==> src/ctt_pkg.sv <==
// Shared widths, opcodes and the result record of the change tick table.
package ctt_pkg;

  localparam int MAX_PROPS = 64;
  localparam int IDX_W     = 6;
  localparam int CNT_W     = 7;
  localparam int TICK_W    = 32;
  localparam int OP_W      = 2;

  localparam logic [OP_W-1:0] OP_STAMP = 2'd0;
  localparam logic [OP_W-1:0] OP_QUERY = 2'd1;
  localparam logic [OP_W-1:0] OP_INIT  = 2'd2;

  typedef struct packed {
    logic [IDX_W-1:0] changed_index;
    logic             found;
    logic [CNT_W-1:0] match_count;
    logic             index_error;
    logic             last;
  } rsp_t;

endpackage

==> src/ctt_cfg_if.sv <==
// Configuration write channel carrying props_in_use.
interface ctt_cfg_if;
  logic                      valid;
  logic                      ready;
  logic [ctt_pkg::CNT_W-1:0] data;

  modport source (output valid, output data, input ready);
  modport sink   (input valid, input data, output ready);
endinterface

==> src/ctt_req_if.sv <==
// Request channel: opcode, property index and tick.
interface ctt_req_if;
  logic                             valid;
  logic                             ready;
  logic [ctt_pkg::OP_W-1:0]         opcode;
  logic [ctt_pkg::IDX_W-1:0]        prop_index;
  logic signed [ctt_pkg::TICK_W-1:0] tick;

  modport source (output valid, output opcode, output prop_index, output tick, input ready);
  modport sink   (input valid, input opcode, input prop_index, input tick, output ready);
endinterface

==> src/ctt_rsp_if.sv <==
// Result channel: one changed index or acknowledgement per transfer.
interface ctt_rsp_if;
  logic                      valid;
  logic                      ready;
  logic [ctt_pkg::IDX_W-1:0] changed_index;
  logic                      found;
  logic [ctt_pkg::CNT_W-1:0] match_count;
  logic                      index_error;
  logic                      last;

  modport source (output valid, output changed_index, output found, output match_count,
                  output index_error, output last, input ready);
  modport sink   (input valid, input changed_index, input found, input match_count,
                  input index_error, input last, output ready);
endinterface

==> src/ctt_ram.sv <==
// Generic single-port-write, single-port-read RAM with registered read data.
module ctt_ram #(
  parameter int WIDTH = 32,
  parameter int DEPTH = 64
) (
  input  logic                     clk,
  input  logic                     we,
  input  logic [$clog2(DEPTH)-1:0] waddr,
  input  logic [WIDTH-1:0]         wdata,
  input  logic                     re,
  input  logic [$clog2(DEPTH)-1:0] raddr,
  output logic [WIDTH-1:0]         rdata
);

  logic [WIDTH-1:0] mem [DEPTH];

  always_ff @(posedge clk) begin
    if (we) begin
      mem[waddr] <= wdata;
    end
    if (re) begin
      rdata <= mem[raddr];
    end
  end

endmodule

==> src/change_tick_table_unit.sv <==
// Change tick table: stamp, init and changed-after-tick query over a tick RAM.
//
//   channel | dir | payload                                              | transfer
//   cfg     | in  | data = props_in_use                                  | valid & ready
//   req     | in  | opcode, prop_index, tick                             | valid & ready
//   rsp     | out | changed_index, found, match_count, index_error, last | valid & ready
//
// Stamp and unused opcodes are answered directly from idle. Init: one RAM write
// per entry. Query: one RAM read per entry.
// Reset: table reads as zero at once via per-entry valid flops; props_in_use = 64.
// A stalled rsp holds the query scan only when a second match needs the output.
module change_tick_table_unit (
  input  logic          clk,
  input  logic          rst,
  ctt_cfg_if.sink       cfg,
  ctt_req_if.sink       req,
  ctt_rsp_if.source     rsp
);
  import ctt_pkg::*;

  localparam logic [1:0] S_IDLE  = 2'd0;
  localparam logic [1:0] S_SCAN  = 2'd1;
  localparam logic [1:0] S_FLUSH = 2'd2;
  localparam logic [1:0] S_INIT  = 2'd3;

  logic [1:0]              state;
  logic [CNT_W-1:0]        props;
  logic [CNT_W-1:0]        used;
  logic [MAX_PROPS-1:0]    vld;
  logic [CNT_W-1:0]        ptr;
  logic signed [TICK_W-1:0] thr;
  logic                    cmp_vld;
  logic [IDX_W-1:0]        cmp_idx;
  logic                    pend_vld;
  logic [IDX_W-1:0]        pend_idx;
  logic [CNT_W-1:0]        pend_cnt;
  logic [CNT_W-1:0]        match_n;

  logic                    out_free;
  logic                    req_fire;
  logic                    in_range;
  logic [TICK_W-1:0]       rdata;
  logic signed [TICK_W-1:0] cmp_tick;
  logic                    hit;
  logic                    stall;
  logic                    issue;
  logic                    ram_we;
  logic [IDX_W-1:0]        ram_waddr;
  logic [TICK_W-1:0]       ram_wdata;
  logic                    out_ld;
  rsp_t                    out_next;

  assign used     = (props > CNT_W'(MAX_PROPS)) ? CNT_W'(MAX_PROPS) : props;
  assign cfg.ready = 1'b1;
  assign out_free = !rsp.valid || rsp.ready;
  assign req.ready = (state == S_IDLE) && out_free;
  assign req_fire = req.valid && req.ready;
  assign in_range = {1'b0, req.prop_index} < used;

  assign cmp_tick = vld[cmp_idx] ? $signed(rdata) : '0;
  assign hit      = cmp_vld && (cmp_tick > thr);
  assign stall    = hit && pend_vld && !out_free;
  assign issue    = (state == S_SCAN) && !stall && (ptr < used);

  always_comb begin
    ram_we    = 1'b0;
    ram_waddr = req.prop_index;
    ram_wdata = req.tick;
    if (state == S_INIT) begin
      ram_we    = ptr < used;
      ram_waddr = ptr[IDX_W-1:0];
      ram_wdata = thr;
    end else if (req_fire && req.opcode == OP_STAMP && in_range) begin
      ram_we = 1'b1;
    end
  end

  always_comb begin
    out_ld   = 1'b0;
    out_next = '0;
    out_next.last = 1'b1;
    case (state)
      S_IDLE: begin
        if (req_fire && req.opcode != OP_QUERY && req.opcode != OP_INIT) begin
          out_ld = 1'b1;
          out_next.index_error = (req.opcode == OP_STAMP) && !in_range;
        end
      end
      S_SCAN: begin
        if (hit && pend_vld && out_free) begin
          out_ld                 = 1'b1;
          out_next.changed_index = pend_idx;
          out_next.found         = 1'b1;
          out_next.match_count   = pend_cnt;
          out_next.last          = 1'b0;
        end
      end
      S_FLUSH: begin
        if (out_free) begin
          out_ld = 1'b1;
          if (pend_vld) begin
            out_next.changed_index = pend_idx;
            out_next.found         = 1'b1;
            out_next.match_count   = pend_cnt;
          end
        end
      end
      S_INIT: begin
        out_ld = (ptr >= used) && out_free;
      end
      default: begin
        out_ld = 1'b0;
      end
    endcase
  end

  ctt_ram #(
    .WIDTH (TICK_W),
    .DEPTH (MAX_PROPS)
  ) u_ram (
    .clk   (clk),
    .we    (ram_we),
    .waddr (ram_waddr),
    .wdata (ram_wdata),
    .re    (issue),
    .raddr (ptr[IDX_W-1:0]),
    .rdata (rdata)
  );

  always_ff @(posedge clk) begin
    if (rst) begin
      state     <= S_IDLE;
      props     <= CNT_W'(MAX_PROPS);
      vld       <= '0;
      cmp_vld   <= 1'b0;
      pend_vld  <= 1'b0;
      rsp.valid <= 1'b0;
    end else begin
      if (cfg.valid) begin
        props <= cfg.data;
      end
      if (out_ld) begin
        rsp.valid <= 1'b1;
      end else if (rsp.ready) begin
        rsp.valid <= 1'b0;
      end
      case (state)
        S_IDLE: begin
          if (req_fire) begin
            case (req.opcode)
              OP_STAMP: begin
                if (in_range) begin
                  vld[req.prop_index] <= 1'b1;
                end
              end
              OP_QUERY: begin
                ptr      <= '0;
                thr      <= req.tick;
                cmp_vld  <= 1'b0;
                pend_vld <= 1'b0;
                match_n  <= '0;
                state    <= S_SCAN;
              end
              OP_INIT: begin
                ptr   <= '0;
                thr   <= req.tick;
                state <= S_INIT;
              end
              default: begin
                state <= S_IDLE;
              end
            endcase
          end
        end
        S_SCAN: begin
          if (!stall) begin
            if (hit) begin
              pend_vld <= 1'b1;
              pend_idx <= cmp_idx;
              pend_cnt <= match_n + CNT_W'(1);
              match_n  <= match_n + CNT_W'(1);
            end
            if (issue) begin
              ptr     <= ptr + CNT_W'(1);
              cmp_vld <= 1'b1;
              cmp_idx <= ptr[IDX_W-1:0];
            end else begin
              cmp_vld <= 1'b0;
              state   <= S_FLUSH;
            end
          end
        end
        S_FLUSH: begin
          if (out_free) begin
            pend_vld <= 1'b0;
            state    <= S_IDLE;
          end
        end
        S_INIT: begin
          if (ptr < used) begin
            vld[ptr[IDX_W-1:0]] <= 1'b1;
            ptr <= ptr + CNT_W'(1);
          end else if (out_free) begin
            state <= S_IDLE;
          end
        end
        default: begin
          state <= S_IDLE;
        end
      endcase
    end
  end

  always_ff @(posedge clk) begin
    if (out_ld) begin
      rsp.changed_index <= out_next.changed_index;
      rsp.found         <= out_next.found;
      rsp.match_count   <= out_next.match_count;
      rsp.index_error   <= out_next.index_error;
      rsp.last          <= out_next.last;
    end
  end

endmodule
==> src/flat_wrapper.sv <==
// flat-port wrapper written by rule: the top's interface ports become plain ports
module change_tick_table_unit_flat import ctt_pkg::*;
  (clk, rst, cfg_valid, cfg_data, cfg_ready, req_valid, req_opcode, req_prop_index, req_tick, req_ready, rsp_valid, rsp_changed_index, rsp_found, rsp_match_count, rsp_index_error, rsp_last, rsp_ready);
  ctt_cfg_if cfg_i ();
  ctt_req_if req_i ();
  ctt_rsp_if rsp_i ();
  input  logic clk;
  input  logic rst;
  input wire logic [$bits(cfg_i.valid)-1:0] cfg_valid;
  input wire logic [$bits(cfg_i.data)-1:0] cfg_data;
  output wire logic [$bits(cfg_i.ready)-1:0] cfg_ready;
  input wire logic [$bits(req_i.valid)-1:0] req_valid;
  input wire logic [$bits(req_i.opcode)-1:0] req_opcode;
  input wire logic [$bits(req_i.prop_index)-1:0] req_prop_index;
  input wire logic [$bits(req_i.tick)-1:0] req_tick;
  output wire logic [$bits(req_i.ready)-1:0] req_ready;
  output wire logic [$bits(rsp_i.valid)-1:0] rsp_valid;
  output wire logic [$bits(rsp_i.changed_index)-1:0] rsp_changed_index;
  output wire logic [$bits(rsp_i.found)-1:0] rsp_found;
  output wire logic [$bits(rsp_i.match_count)-1:0] rsp_match_count;
  output wire logic [$bits(rsp_i.index_error)-1:0] rsp_index_error;
  output wire logic [$bits(rsp_i.last)-1:0] rsp_last;
  input wire logic [$bits(rsp_i.ready)-1:0] rsp_ready;
  assign cfg_i.valid = cfg_valid;
  assign cfg_i.data = cfg_data;
  assign cfg_ready = cfg_i.ready;
  assign req_i.valid = req_valid;
  assign req_i.opcode = req_opcode;
  assign req_i.prop_index = req_prop_index;
  assign req_i.tick = req_tick;
  assign req_ready = req_i.ready;
  assign rsp_valid = rsp_i.valid;
  assign rsp_changed_index = rsp_i.changed_index;
  assign rsp_found = rsp_i.found;
  assign rsp_match_count = rsp_i.match_count;
  assign rsp_index_error = rsp_i.index_error;
  assign rsp_last = rsp_i.last;
  assign rsp_i.ready = rsp_ready;
  change_tick_table_unit u_core (.clk(clk), .rst(rst), .cfg(cfg_i), .req(req_i), .rsp(rsp_i));
endmodule
==> config.mk <==
export PLATFORM = sky130hd
export DESIGN_NAME = change_tick_table_unit_flat
export DESIGN_NICKNAME = d
export VERILOG_FILES = /design/src/ctt_pkg.sv /design/src/ctt_cfg_if.sv /design/src/ctt_req_if.sv /design/src/ctt_rsp_if.sv /design/src/ctt_ram.sv /design/src/change_tick_table_unit.sv /design/src/flat_wrapper.sv
export SDC_FILE = /design/constraint.sdc
export NUM_CORES = 2
export LEC_CHECK = 0
export ABC_AREA = 1
export BUFFER_PORTS_ARGS = -buffer_cell sky130_fd_sc_hd__buf_2
export CORE_ASPECT_RATIO = 1.75
export CORE_UTILIZATION = 35
export CTS_CLUSTER_DIAMETER = 30
export CTS_CLUSTER_SIZE = 20
export DETAILED_ROUTE_END_ITERATION = 16
export SLEW_MARGIN = 20
export SYNTH_ARGS = -nofsm -noshare
export SYNTH_HDL_FRONTEND = slang
export SYNTH_SLANG_ARGS = --single-unit
==> constraint.sdc <==
create_clock -name clk -period 4.7 [get_ports clk]
set_clock_uncertainty 0.1 [all_clocks]
set_input_delay 0.94 -clock clk [delete_from_list [all_inputs] [get_ports clk]]
set_output_delay 0.94 -clock clk [all_outputs]
set_load 0.1 [all_outputs]
# Yosys cells after proc, flatten, opt, wreduce, memory -nomap -nowiden

Memory sizes are Yosys's and may differ from the RTL's. A register that Yosys moved wholly into a read port is not among the register bits.
Index checks and enable logic that the tools add are counted.
W data, S select, Z words.

$add $sub $neg: 2
Multipliers: 0
Div/mod/pow operators: 0
Magnitude comparators: 10
Equality and inequality tests: 20
Shift-type cells: 0
Muxes and demuxes: 57
Bitwise logic cells: 4
Reductions and logical operators: 39

Operators with widths:

| operator              | number |
|---|---|
| $mux W64              | 4 |
| $or A64 B64 Y64       | 2 |
| $pmux W64 S2          | 1 |
| $mux W7               | 10 |
| $mux W32              | 2 |
| $mux W14              | 3 |
| $gt A32 B32 Y1        | 1 |
| $pmux W14 S2          | 1 |
| $lt A6 B7 Y1 const B  | 3 |
| $pmux W7 S3           | 1 |
| $mux W1               | 20 |
| $ne A2 B2 Y1 const B  | 9 |
| $logic_and A1 B1 Y1   | 16 |
| $reduce_and A4 Y1     | 4 |
| $add A7 B1 Y7 const B | 2 |
| $pmux W7 S2           | 1 |
| $demux W1 S6          | 2 |
| $ge A6 B1 Y1 const B  | 2 |
| $ne A2 B1 Y1 const B  | 6 |
| $reduce_and A6 Y1     | 2 |
| $mux W2               | 5 |
| $reduce_and A5 Y1     | 2 |
| $pmux W2 S4           | 1 |
| $ge A7 B7 Y1          | 1 |
| other kinds (20)      | 31 |

Bits in registers: 157
Bits in latches: 0
Bits in writable memories: 2048
Bits in read-only memories: 0
Memories: 1

Memory list:

| memory           | words | bits a word | rd ports | clocked after memory_dff | wr ports | line          | text |
|---|---|---|---|---|---|---|---|
| u_core.u_ram.mem | 64    | 32          | 1        | 1                        | 1        | ctt_ram.sv:15 | `logic [WIDTH-1:0] mem [DEPTH];` |

# Longest topological paths before layout

Depth in word-level cells: 13
Depth in mapped cells: 31

# Modules after synthesis

From an unflattened synthesis, not the netlist that was laid out.

Cell total of the unflattened synthesis: 7918
Area total of the unflattened synthesis: 92005.7 sq um

By module, submodules not included:

| module                 | instances | cells an instance | area an instance (sq um) | sequential area each (sq um) |
|---|---|---|---|---|
| ctt_ram                | 1         | 6770              | 83055.9                  | 62459.9 |
| change_tick_table_unit | 1         | 1148              | 8949.8                   | 3953.8 |

# Worst setup path before layout

Ideal clock, no wire load.

Path kind: input-to-reg
Start point: in rsp_ready
End point: reg u_core.thr[0], enable pin
Library setup time: 0.461 ns
Data arrival time: 4.807 ns
Data required time: 4.139 ns
Setup slack: -0.668 ns
Stages on the path: 4
Cells stage by stage: nor2_1 nor2_1 nand2_1 nor3_1

Cells in the longest elaborated chain, start to end: 4

RTL lines:

| item                        | line                          | text |
|---|---|---|
| start: declaration          | flat_wrapper.sv:23            | `input wire logic [$bits(rsp_i.ready)-1:0] rsp_ready;` |
| $logic_or A1 B1 Y1          | change_tick_table_unit.sv:55  | `assign out_free = !rsp.valid \|\| rsp.ready;` |
| $logic_and A1 B1 Y1         | change_tick_table_unit.sv:56  | `assign req.ready = (state == S_IDLE) && out_free;` |
| net req_ready               | flat_wrapper.sv:16            | `output wire logic [$bits(req_i.ready)-1:0] req_ready;` |
| $logic_and A1 B1 Y1         | change_tick_table_unit.sv:57  | `assign req_fire = req.valid && req.ready;` |
| $reduce_and A4 Y1 (no line) | -                             |  |
| end signal: assignment      | change_tick_table_unit.sv:158 | `thr <= req.tick;` |
| end signal: assignment      | change_tick_table_unit.sv:166 | `thr <= req.tick;` |
| end: declaration            | change_tick_table_unit.sv:31  | `logic signed [TICK_W-1:0] thr;` |

The timed path passes the listed nets, and every way through them passes these cells.
A chain may end at the register's enable or synchronous reset.

# Worst setup path in the final report

Start point: reg u_core.cmp_idx[0]
End point: reg u_core.ptr[4], enable pin

Cells in the longest elaborated chain, start to end: 12

RTL lines:

| item                                | line                          | text |
|---|---|---|
| start: declaration                  | change_tick_table_unit.sv:33  | `logic [IDX_W-1:0] cmp_idx;` |
| start signal: assignment            | change_tick_table_unit.sv:186 | `cmp_idx <= ptr[IDX_W-1:0];` |
| $bmux W1 S6 *                       | change_tick_table_unit.sv:60  | `assign cmp_tick = vld[cmp_idx] ? $signed(rdata) : '0;` |
| $mux W1 (not written as such) *     | change_tick_table_unit.sv:60  |  |
| $mux W32 *                          | change_tick_table_unit.sv:60  |  |
| $gt A32 B32 Y1 *                    | change_tick_table_unit.sv:61  | `assign hit = cmp_vld && (cmp_tick > thr);` |
| $logic_and A1 B1 Y1 *               | change_tick_table_unit.sv:61  |  |
| $logic_and A1 B1 Y1 * (2 in series) | change_tick_table_unit.sv:62  | `assign stall = hit && pend_vld && !out_free;` |
| $logic_not A1 Y1                    | change_tick_table_unit.sv:63  | `assign issue = (state == S_SCAN) && !stall && (ptr < used);` |
| $logic_and A1 B1 Y1 (2 in series)   | change_tick_table_unit.sv:63  |  |
| $ne A2 B1 Y1 (no line)              | -                             |  |
| $reduce_and A7 Y1 (no line) *       | -                             |  |
| end signal: assignment              | change_tick_table_unit.sv:184 | `ptr <= ptr + CNT_W'(1);` |
| end signal: assignment              | change_tick_table_unit.sv:202 | `ptr <= ptr + CNT_W'(1);` |
| end: declaration                    | change_tick_table_unit.sv:30  | `logic [CNT_W-1:0] ptr;` |

Every way passes the cells marked *; elsewhere a longest branch is shown, timed or not. The select of a mux whose other input is x is not followed.

==> impl_summary.txt <==
----------------------------------------------------
[Layout]
  Ratio of cells with drive above 1 in the final layout ... 14.3%
  Synth-to-Final Area Change ... 17.7%
  Final net count ... 6171

[Run]
  Max cap viols ... 0

[Detailed routing]
  DR iter-0 viols ... 6233
  Amount of wire on met3 after detailed routing ... 18400 um
  Vias per inst ... 5.59
  Post-detailed-route count of antenna-violating nets ... 0
  Wl on met1 ... about 95000 um
  DRC ... 0
  DRT Wirelength ... 274000 um
  Total via count after detailed routing ... 52433
  Wire length per cell ... about 30 um
  Length of routed met2 wiring ... 141000 um
  Topmost layer with routed signal wires ... met5
  DR pass1 iterations ... 6

[Worst setup path]
  CP Launch Type ... flip-flop
  Data arrival time of the critical path ... 4.81 ns
  Kind of end point of the critical path ... flip-flop
  Worst endpoint required time ... around 5 ns
  Maximum fanout along the worst path ... 47
  Classification of the worst setup path ... flip-flop to flip-flop

[STA]
  Achievable clock frequency ... 229 MHz
  Worst-margin pin slew ... 1.13 ns
  Smallest setup slack after layout ... 0.330 ns
  Number of hold-slack violations in the final timing report ... 0
  Slew Viols, Final ... 0
  Final Cycle Share ... 93.0%
  Final critical path time including I/O delays and setup ... 4.37 ns
  Worst slew margin ... 24.4%
  Setup violation total in the final timing report ... 0

[CTS]
  Clock transition time at the flip-flop clock pins of the worst setup and hold paths ... 0.08 ns
  Clock tree root driver cell ... clkbuf_16
  Maximum clock insertion buffer count ... 4
  Worst skew pair latency ... 0.86 ns
  Clock tree from TritonCTS ... yes
  CTS Hold Buffers Added ... 0
  TritonCTS sink count ... 2237
  Number of levels in the clock H-tree ... 4
  Clock buffers created by TritonCTS ... 205

[GRT]
  Global-route usage over all layers ... 21.9%
  First-pass GRT wire length ... 383000 um
  Number of global-route vias before repair ... 51686
  Grt total ovfl ... 0
  Antenna violations before repair ... 25
  Pin count of the biggest net entering global routing ... 70

[Place]
  Input/output buffers ... 69
  Routability cong. ... around 0.9
  Worst setup slack after placement ... 0.109 ns
  HPWL Detailed ... 173000 um

[Yosys]
  Sequential element share of the synthesized area ... between 70% and 80%
  Count of synthesis-stage warnings from yosys ... 0
  Fraction of synthesis flops using an asynchronous set or reset pin ... 0%
  Post-synthesis instance total ... between 5000 and 6000
  Post-synthesis cell type count ... 43
  Post-synth design cell area ... about 85000 um2
  Top flip-flop cell by instance count after synthesis ... edfxtp_1
  Net count of the mapped netlist ... 5850
  Synth Area per Inst ... 14.7 um2
  EDFF count, synth ... ~2200
  Post-synthesis sequential element count ... 2237

[Floorplan]
  I/O Pins ... 71
  Area inside the core boundary ... 240000 um2
  # rows ... 238
  Starting density of the core ... 35.2%
  Die footprint ... 244000 um2
  Overall die height ... roughly 650 um
  Die boundary width ... approximately 370 um

[Power]
  Maximum VDD drop ... roughly 0.34 mV
  Lkg Pwr ... 32.5 nW
  PD cells ... 493 nW/um2
  Final total power ... 0.0491 W

[Status]
  Status ... completed

[Hold path]
  Worst min-delay path class ... input port to flip-flop

----------------------------------------------------
## critical path: stages, from the launching register on
cell      delay, ns
edfxtp_1       0.50
buf_12         0.22
a21oi_1        0.14
o21ai_0        0.10
a32oi_1        0.31
o221ai_1       0.15
nand3_1        0.14
nand2_2        0.13
inv_2          0.11
buf_12         0.15
nor2_1         0.05
ha_1           0.34
nand2_1        0.09
nor2_1         0.15
nand2_1        0.10
nor2_2         0.16
nand4_1        0.16
nand2_1        0.09
inv_1          0.06
nand4_1        0.11
nor2_1         0.06
nor2_2         0.19
nand3_1        0.09
a21oi_1        0.15
buf_4          0.17
## timing repair
action / CTS / global route
endpoints found under the setup margin: 0 / 97
endpoints found under the hold margin: 0 / 0
buffers inserted: 0 / 8
gates resized for setup: 0 / 9
## through the flow
stage / utilization [%] / hold slack [ns] / cell area, um2 / TNS, ns / instances
floorplan: - / 0.324 / 84500 / -1060.62 / 5743
global placement: 38.4 / 0.337 / 92100 / 0 / 8962
detailed placement: 38.5 / 0.343 / 92300 / 0 / 8967
CTS: 41.4 / 0.127 / 99300 / 0 / 9338
global route: 41.4 / 0.146 / 99500 / -0.0402 / 9361
finish: 41.5 / 0.162 / 99500 / 0 / 9373
## layout by cell type, fill, tap and decap left out, drive strengths merged, types with 122 or more instances in the layout
cell	n
nand4	293
o21ai	138
buf	407
a22oi	308
a21oi	148
clkbuf	216
nand2	1166
nand3	122
nor2	266
edfxtp	2161
inv	348
a221oi	222
## logic make-up after synthesis
logic type,Yosys count,synth area share (%)
AO/OA/AOI/OAI,969,8.30
XOR/XNOR,1,0.0104
adder cells (fa/ha/maj),55,0.814
buffers and inverters,590,2.73
flip-flops,2237,78.6
other,1,0.00444
AND/OR/NAND/NOR,1890,9.58
## per-layer routing
metal	vias up	track usage [%]
li1	22433	-
met1	26896	24.3
met2	2483	39.5
met3	611	2.98
met4	10	13.8
met5	-	0
## cell type report
class,count,area [um2]
Tap cell,3120,3900
Inverter,296,1160
Timing Repair Buffer,408,4190
Multi-Input combinational cell,2916,16700
Sequential cell,2237,66400
Clock inverter,156,1820
Fill cell,21602,141000
Antenna cell,25,62.6
Clock buffer,215,5210
## state kept, by name (all words and copies together), names as in the netlist, 2 cells and up
| name | flops |
|---|---|
| u_core.u_ram.mem | 2048 |
| u_core.vld | 64 |
| u_core.thr | 32 |
| u_core.u_ram.rdata | 32 |
| u_core.match_n | 7 |
| u_core.pend_cnt | 7 |
| u_core.props | 7 |
| u_core.ptr | 7 |
| u_core.rsp.match_count | 7 |
| u_core.cmp_idx | 6 |
| u_core.pend_idx | 6 |
| u_core.rsp.changed_index | 6 |
| u_core.state | 2 |
## power by group
group	switching [W]	internal, W
clock network	0.00811	0.00935
registers	0.000131	0.0229
logic	0.00635	0.00225
## cell usage after synthesis (4+ instances only)
cell type | n | area [um2]
buf_1 | 45 | 169
nor2_1 | 266 | 998
or2_1 | 22 | 138
clkbuf_1 | 176 | 661
nand2_1 | 1165 | 4370
a22o_1 | 120 | 1050
o221ai_1 | 4 | 35.0
ha_1 | 55 | 688
nand4_1 | 293 | 1830
o21ai_1 | 4 | 20.0
dfxtp_1 | 76 | 1520
o21ai_0 | 132 | 661
nand3_1 | 118 | 591
a22oi_1 | 308 | 2310
edfxtp_1 | 2161 | 64900
inv_1 | 277 | 1040
clkinv_1 | 10 | 37.5
nor3_1 | 15 | 75.1
inv_2 | 9 | 33.8
a21oi_1 | 148 | 741
a221oi_1 | 222 | 1940
buf_2 | 71 | 355
o2bb2ai_1 | 15 | 131
nand3_2 | 4 | 40.0
## path summary, 6_finish.rpt
path                          startpoint                          end  slack [ns]  depth (start not counted)
max          u_core.cmp_idx[0]$_DFFE_PP_  u_core.ptr[4]$_SDFFCE_PN0P_        0.33                         24
min                          req_tick[8]      u_core.thr[8]$_DFFE_PP_        0.16                          1
max reg2reg  u_core.cmp_idx[0]$_DFFE_PP_  u_core.ptr[4]$_SDFFCE_PN0P_        0.33                         24
min reg2reg  u_core.vld[38]$_SDFFE_PP0P_  u_core.vld[38]$_SDFFE_PP0P_        0.35                          2
Power figures use the tool's default switching activity.
